`config.mk`:
```
export PLATFORM = sky130hd
export DESIGN_NAME = argp_perm_store
export DESIGN_NICKNAME = d
export VERILOG_FILES = /design/src/rtl/argp_pkg.sv /design/src/rtl/argp_perm_store.sv
export SDC_FILE = /design/constraint.sdc
export NUM_CORES = 1
export LEC_CHECK = 0
export BUFFER_PORTS_ARGS = -buffer_cell sky130_fd_sc_hd__buf_2
export CAP_MARGIN = 10
export CORE_AREA = 5 5 297 183
export DETAILED_ROUTE_END_ITERATION = 10
export DIE_AREA = 0 0 302 188
export PLACE_DENSITY = 0.87
export SLEW_MARGIN = 20
export SYNTH_ARGS = -nofsm -noshare
export SYNTH_HDL_FRONTEND = slang
export SYNTH_SLANG_ARGS = --single-unit
```
`constraint.sdc`:
```
create_clock -name i_clk -period 5.5 [get_ports i_clk]
set_input_delay 0.275 -clock i_clk [delete_from_list [all_inputs] [get_ports i_clk]]
set_output_delay 0.275 -clock i_clk [all_outputs]
set_load 0.1 [all_outputs]
```
`src/rtl/argp_pkg.sv`:
```
// argp_pkg: shared types, widths and helpers for the argsort permutation block
// no dependencies; used by all files in rtl/

package argp_pkg;

    localparam int MAX_N      = 64;
    localparam int VALUE_BITS = 32;
    localparam int IN_W       = 32;
    localparam int POS_W      = 6;
    localparam int IDX_W      = (MAX_N > 1) ? $clog2(MAX_N) : 1;
    localparam int CNT_W      = $clog2(MAX_N + 1);

    typedef logic signed [VALUE_BITS-1:0] t_key;
    typedef logic [IDX_W-1:0]             t_idx;
    typedef logic [CNT_W-1:0]             t_cnt;

    // one sorted element held in a cell
    typedef struct packed {
        t_key key;
        t_idx tag;
    } t_elem;

    // per-cycle command broadcast to the chain
    typedef struct packed {
        logic insert;
        logic shift;
    } t_cell_ctrl;

    typedef enum logic [2:0] {
        ST_LOAD  = 3'b001,
        ST_BUILD = 3'b010,
        ST_EMIT  = 3'b100
    } t_state;

    // size cast sign-extends or truncates the word to the key width
    function automatic t_key to_key(input logic signed [IN_W-1:0] value);
        to_key = VALUE_BITS'(value);
    endfunction

endpackage

```
`src/rtl/argp_perm_store.sv`:
```
// argp_perm_store: forward and inverse permutation memories with registered read
// depends on argp_pkg

module argp_perm_store (
    input  logic           i_clk,
    input  logic           i_wr_en,
    input  argp_pkg::t_idx i_wr_pos,
    input  argp_pkg::t_idx i_wr_tag,
    input  logic           i_rd_en,
    input  argp_pkg::t_idx i_rd_addr,
    output argp_pkg::t_idx o_src_q,
    output argp_pkg::t_idx o_rank_q
);

    argp_pkg::t_idx fwd_mem [argp_pkg::MAX_N];
    argp_pkg::t_idx inv_mem [argp_pkg::MAX_N];
    argp_pkg::t_idx r_src_q;
    argp_pkg::t_idx r_rank_q;

    always_ff @(posedge i_clk) begin
        if (i_wr_en) begin
            fwd_mem[i_wr_pos] <= i_wr_tag;
            inv_mem[i_wr_tag] <= i_wr_pos;
        end
    end

    always_ff @(posedge i_clk) begin
        if (i_rd_en) begin
            r_src_q  <= fwd_mem[i_rd_addr];
            r_rank_q <= inv_mem[i_rd_addr];
        end
    end

    assign o_src_q  = r_src_q;
    assign o_rank_q = r_rank_q;

endmodule

```
# ---- Yosys cells after proc, flatten, opt, wreduce, memory -nomap -nowiden
# Memory sizes are Yosys's and may differ from the RTL's. A register that Yosys moved wholly into a read port is not among the register bits.
# Index checks and enable logic that the tools add are counted.
dict set report totals {
  ram_bits 768
  memories 2
  in_bits 21
  output_inout_bits 12
  register_bits 0
}
dict set report classes {
  n_mux 2
}
# name depth word_bits read_ports rd_clocked_by_memory_dff write_ports line
set memory_table {}
lappend memory_table {fwd_mem 64 6 1 1 1 argp_perm_store.sv:15} ;# argp_pkg::t_idx fwd_mem [argp_pkg::MAX_N];
lappend memory_table {inv_mem 64 6 1 1 1 argp_perm_store.sv:16} ;# argp_pkg::t_idx inv_mem [argp_pkg::MAX_N];
# op count
set op_table {}
lappend op_table {{$mux 1} 2}

# ---- Longest topological paths before layout
dict set report logic_depth {
  word_depth 2
  ltp_mapped 9
  ltp_nobuf 5
}

# ---- Worst setup path after synthesis
# No wires, ideal clock.
dict set report synth_path {
  kind {input -> register}
  startpoint {input i_rd_addr[0]}
  endpoint {register r_rank_q[4] (netlist: o_rank_q[4]) (read register of inv_mem), data pin}
  path_buffers 3
  t_arrival_ns 1.761
  required_time_ns 5.236
  path_stages 8
  path_slack_ns 3.475
  cell_sequence {buf_2 buf_6 buf_2 mux4_2 mux2i_1 a21oi_1 o211ai_1 o21ai_0}
}
# item line
set synth_rtl {}
lappend synth_rtl {{start, declared} argp_perm_store.sv:10} ;# input argp_pkg::t_idx i_rd_addr,
lappend synth_rtl {{end, declared} argp_perm_store.sv:18} ;# argp_pkg::t_idx r_rank_q;

==> report_table.html <==
<table>
<tr><th>Metric</th><th>Value</th></tr>
<tr><th colspan="2">Critical path</th></tr>
<tr><td>CP Buf/Inv Count</td><td>2</td></tr>
<tr><td>Highest net fanout along the worst path</td><td>85</td></tr>
<tr><td>Cell breakdown of the critical path</td><td>buf_6 &gt; buf_4 &gt; mux4_2 &gt; o22a_1 &gt; o211ai_1 &gt; o21ai_1</td></tr>
<tr><td>Worst EP arrival</td><td>3.11 ns</td></tr>
<tr><td>Kind of cell adding the most delay to the critical path</td><td>buffers and inverters</td></tr>
<tr><td>CP max stage delay</td><td>0.74 ns</td></tr>
<tr><td>CP Launch Type</td><td>primary input</td></tr>
<tr><td>Worst R2R Start</td><td>fwd_mem[32][1]$_DFFE_PP_</td></tr>
<tr><td>Highest-delay cell along the critical path</td><td>buf_4</td></tr>
<tr><td>Worst EP required</td><td>5.81 ns</td></tr>
<tr><td>Destination of the worst register-to-register timing path</td><td>o_src_q[1]$_DFFE_PP_</td></tr>
<tr><td>Critical path capture point type</td><td>flip-flop</td></tr>
<tr><td>Number of cells on the worst reg-to-reg path</td><td>5</td></tr>
<tr><td>Slack of the worst reg-to-reg path</td><td>3.13 ns</td></tr>
<tr><td>Worst setup path class</td><td>primary input to flip-flop</td></tr>
<tr><th colspan="2">Timing</th></tr>
<tr><td>Number of failing hold endpoints at the final stage</td><td>0</td></tr>
<tr><td>Slew @ Worst Pin</td><td>1.09 ns</td></tr>
<tr><td>Final setup fails</td><td>0</td></tr>
<tr><td>Final Worst Setup Slack</td><td>2.71 ns</td></tr>
<tr><td>Headroom to the max-slew limit</td><td>26.5%</td></tr>
<tr><td>FMAX</td><td>0.358 GHz</td></tr>
<tr><td>Sum of negative setup slack</td><td>0 ns</td></tr>
<tr><td>Skew final</td><td>0.0248 ns</td></tr>
<tr><td>Part of the cycle the worst path needs</td><td>50.8%</td></tr>
<tr><td>Number of pins exceeding their max-slew limit in the final report</td><td>0</td></tr>
<tr><td>Unrepaired setup endpoints after global routing</td><td>false</td></tr>
<tr><td>Minimum clock period after layout</td><td>2.79 ns</td></tr>
<tr><th colspan="2">Pwr</th></tr>
<tr><td>Post-layout total power</td><td>11.8 mW</td></tr>
<tr><td>Power density normalized to cell area</td><td>355 nW/um^2</td></tr>
<tr><td>Maximum VDD drop</td><td>309 uV</td></tr>
<tr><td>Static Leakage</td><td>10.2 nW</td></tr>
<tr><th colspan="2">Synth</th></tr>
<tr><td>Average instance area after synthesis</td><td>20.9 sq um</td></tr>
<tr><td>Simple-gate share of the synthesized area</td><td>3.44%</td></tr>
<tr><td>Area contributors post-synth</td><td>edfxtp_1, mux4_2, nor2_1</td></tr>
<tr><td>Most used standard cell by instance count after synthesis</td><td>edfxtp_1</td></tr>
<tr><td>Multiplexer share of the synthesized area</td><td>15.6%</td></tr>
<tr><td>Cells after synthesis</td><td>1,456</td></tr>
<tr><td>Synth cell count leaders</td><td>edfxtp_1, mux4_2, nor2_1</td></tr>
<tr><td>Sequential element share of the synthesized area</td><td>76.9%</td></tr>
<tr><td>Share of the synthesized area in compound gates (AO/OA/AOI/OAI)</td><td>2.64%</td></tr>
<tr><td>Syn Nets</td><td>1,477</td></tr>
<tr><td>Most frequently used flop master after synthesis</td><td>edfxtp_1</td></tr>
<tr><td>Yosys synthesis warning count</td><td>0</td></tr>
<tr><td>Share of the synthesized area in the top cell type</td><td>76.9%</td></tr>
<tr><td>Cell accounting for the most synthesized area</td><td>edfxtp_1</td></tr>
<tr><td>Count of different cell masters after synthesis</td><td>36</td></tr>
<tr><td>Fraction of the mapped netlist area in adder cells</td><td>0%</td></tr>
<tr><td>Post-synthesis instance area</td><td>30,500 sq um</td></tr>
<tr><td>Async set-reset flop share out of synthesis</td><td>0%</td></tr>
<tr><td>Number of synthesized register bits</td><td>780</td></tr>
<tr><td>Number of enable-type register cells in the synthesized netlist</td><td>780</td></tr>
<tr><td>Dominant combinational cell family by area after synthesis</td><td>multiplexers</td></tr>
<tr><td>Synth Area in XOR/XNOR</td><td>0%</td></tr>
<tr><th colspan="2">Clock network</th></tr>
<tr><td>Hold-fix buffer count after cts</td><td>0</td></tr>
<tr><td>Post-cts resize count</td><td>0</td></tr>
<tr><td>CTS tree</td><td>yes</td></tr>
<tr><td>Number of buffers on the longest clock path</td><td>3</td></tr>
<tr><td>Cell chosen for the clock root</td><td>clkbuf_16</td></tr>
<tr><td>Max H-tree Level</td><td>3</td></tr>
<tr><td>Setup fix buffers added after clock tree synthesis</td><td>0</td></tr>
<tr><td>Register clock-pin slew on the reported worst setup and hold paths</td><td>0.07 ns</td></tr>
<tr><td>Clock sink total</td><td>780</td></tr>
<tr><td>Number of buffers inserted during clock tree synthesis</td><td>67</td></tr>
<tr><td>Later-pin clock latency in the skew report</td><td>0.60 ns</td></tr>
<tr><th colspan="2">Final layout</th></tr>
<tr><td>Synthesis-to-finish area growth</td><td>9.50%</td></tr>
<tr><td>Share of post-route cells with drive strength above 1</td><td>22.9%</td></tr>
<tr><td>Number of nets at the end of the flow</td><td>1,516</td></tr>
<tr><td>Filler cells</td><td>3,234</td></tr>
<tr><td>Cell area after layout</td><td>33,300 sq um</td></tr>
<tr><th colspan="2">Placement</th></tr>
<tr><td>Port bufs</td><td>32</td></tr>
<tr><td>Final weighted congestion in routability-driven placement</td><td>0.876</td></tr>
<tr><td>Pre-CTS worst setup slack</td><td>2.27 ns</td></tr>
<tr><td>Detailed placer's ending HPWL</td><td>45,500 um</td></tr>
<tr><td>Dpl cell area</td><td>31,300 sq um</td></tr>
<tr><th colspan="2">Routing</th></tr>
<tr><td>Met3 wire len</td><td>12,600 um</td></tr>
<tr><td>DRT met1 WL</td><td>26,600 um</td></tr>
<tr><td>DRT Pass-1 Iters</td><td>7</td></tr>
<tr><td>Residual DRC</td><td>0</td></tr>
<tr><td>Detailed-route wire length per cell</td><td>32.4 um</td></tr>
<tr><td>Violation count after the first detailed-route iteration</td><td>3,008</td></tr>
<tr><td>Top layer reached by signal wires</td><td>met4</td></tr>
<tr><td>Met2 Wirelength</td><td>31,700 um</td></tr>
<tr><td>Post-detailed-route via-to-cell ratio</td><td>6.93</td></tr>
<tr><td>Total wire length after detailed routing</td><td>72,700 um</td></tr>
<tr><td>Detailed-route via count</td><td>15,600</td></tr>
<tr><td>Antenna Nets Post-Route</td><td>0</td></tr>
<tr><th colspan="2">Global routing</th></tr>
<tr><td>Gr usage total</td><td>25.8%</td></tr>
<tr><td>Antenna violations before repair</td><td>2</td></tr>
<tr><td>Vias in the first global route</td><td>15,400</td></tr>
<tr><td>Global-route wire length before repair</td><td>107,000 um</td></tr>
<tr><td>Largest net degree at the start of global routing</td><td>86</td></tr>
<tr><td>Global-route congestion overflow total</td><td>0</td></tr>
<tr><th colspan="2">Floorplanning</th></tr>
<tr><td>Die footprint</td><td>56,800 sq um</td></tr>
<tr><td>Row Count</td><td>65</td></tr>
<tr><td>Top-level port count</td><td>33</td></tr>
<tr><td>Placeable core region</td><td>51,600 sq um</td></tr>
<tr><td>Starting density of the core</td><td>59.1%</td></tr>
<tr><td>Vertical die dimension</td><td>188 um</td></tr>
<tr><td>Overall die width</td><td>302 um</td></tr>
<tr><th colspan="2">Outcome</th></tr>
<tr><td>Outcome</td><td>finished clean</td></tr>
<tr><th colspan="2">Hold path</th></tr>
<tr><td>Worst min-delay path category</td><td>primary input to flip-flop</td></tr>
<tr><td>Hold path start</td><td>i_wr_pos[4]</td></tr>
<tr><td>Endpoint of the worst hold-timing path</td><td>inv_mem[59][4]$_DFFE_PP_</td></tr>
<tr><td>Number of cells on the worst hold path</td><td>1</td></tr>
<tr><th colspan="2">Run</th></tr>
<tr><td>Max capacitance violation total</td><td>0</td></tr>
</table>
==> power by group <==
| group | switching [mW] | internal (mW) |
|---|---|---|
| registers | 0.0255 | 6.59 |
| clock network | 2.08 | 2.45 |
| logic | 0.473 | 0.216 |
==> cell usage in the layout, fill, tap and decap left out, types with 11 or more instances in the layout <==
master / count
a21oi_1: 24
buf_2: 29
buf_4: 18
clkbuf_1: 12
clkbuf_16: 69
clkinv_1: 17
edfxtp_1: 780
mux2_2: 18
mux2i_1: 37
mux4_2: 186
nand2_1: 27
nand3_1: 15
nor2_1: 134
nor2b_1: 15
o211ai_1: 11
o22a_1: 12
o22ai_1: 29
==> worst max path at each step <==
stage                            end  slack (ns)  depth (start not counted)         start
2_1_floorplan  o_rank_q[4]$_DFFE_PP_        3.47                          8  i_rd_addr[0]
3_3_place_gp   o_rank_q[0]$_DFFE_PP_        2.24                          6  i_rd_addr[0]
3_5_place_dp    o_src_q[2]$_DFFE_PP_        2.27                          6  i_rd_addr[2]
4_1_cts         o_src_q[2]$_DFFE_PP_        2.89                          6  i_rd_addr[2]
5_1_grt        o_rank_q[0]$_DFFE_PP_        2.68                          6  i_rd_addr[0]
6_report        o_src_q[2]$_DFFE_PP_        2.71                          6  i_rd_addr[2]
==> registers in the layout, summed over array words and instances, names as in the netlist <==
register and count:
o_src_q 6, o_rank_q 6, inv_mem 384, fwd_mem 384
==> kinds of logic after synthesis <==
group,after synthesis
and+or+nand+nor,234
AOI/OAI and AO/OA,119
muxes,241
DFF,780
buffers and inverters,82
==> layout make-up <==
class                   count  area, sq um  share of cell area, %
flip-flops and latches    780        23400                   70.2
multi-input cells         594         6640                   19.9
clock buffers              81         1770                   5.31
well taps                 703          880                   2.64
repair buffers             52          358                   1.07
clock inverters            36          278                  0.833
diodes                      1         2.50                0.00750
==> layer usage <==
metal	GRT usage [%]	vias to the layer above
li1	-	6127
met1	39.4	7920
met2	36.2	1361
met3	9.94	156
met4	5.62	0
met5	0	-
==> per-stage QoR <==
step,hold slack [ns],utilization [%],std cells
2_1_floorplan,0.374,-,1456
3_3_place_gp,0.653,60.7,2129
3_5_place_dp,0.673,60.7,2129
4_1_cts,0.0437,64.6,2246
5_1_grt,0.0457,64.7,2246
6_report,0.0630,64.7,2247
Power figures use the tool's default switching activity.
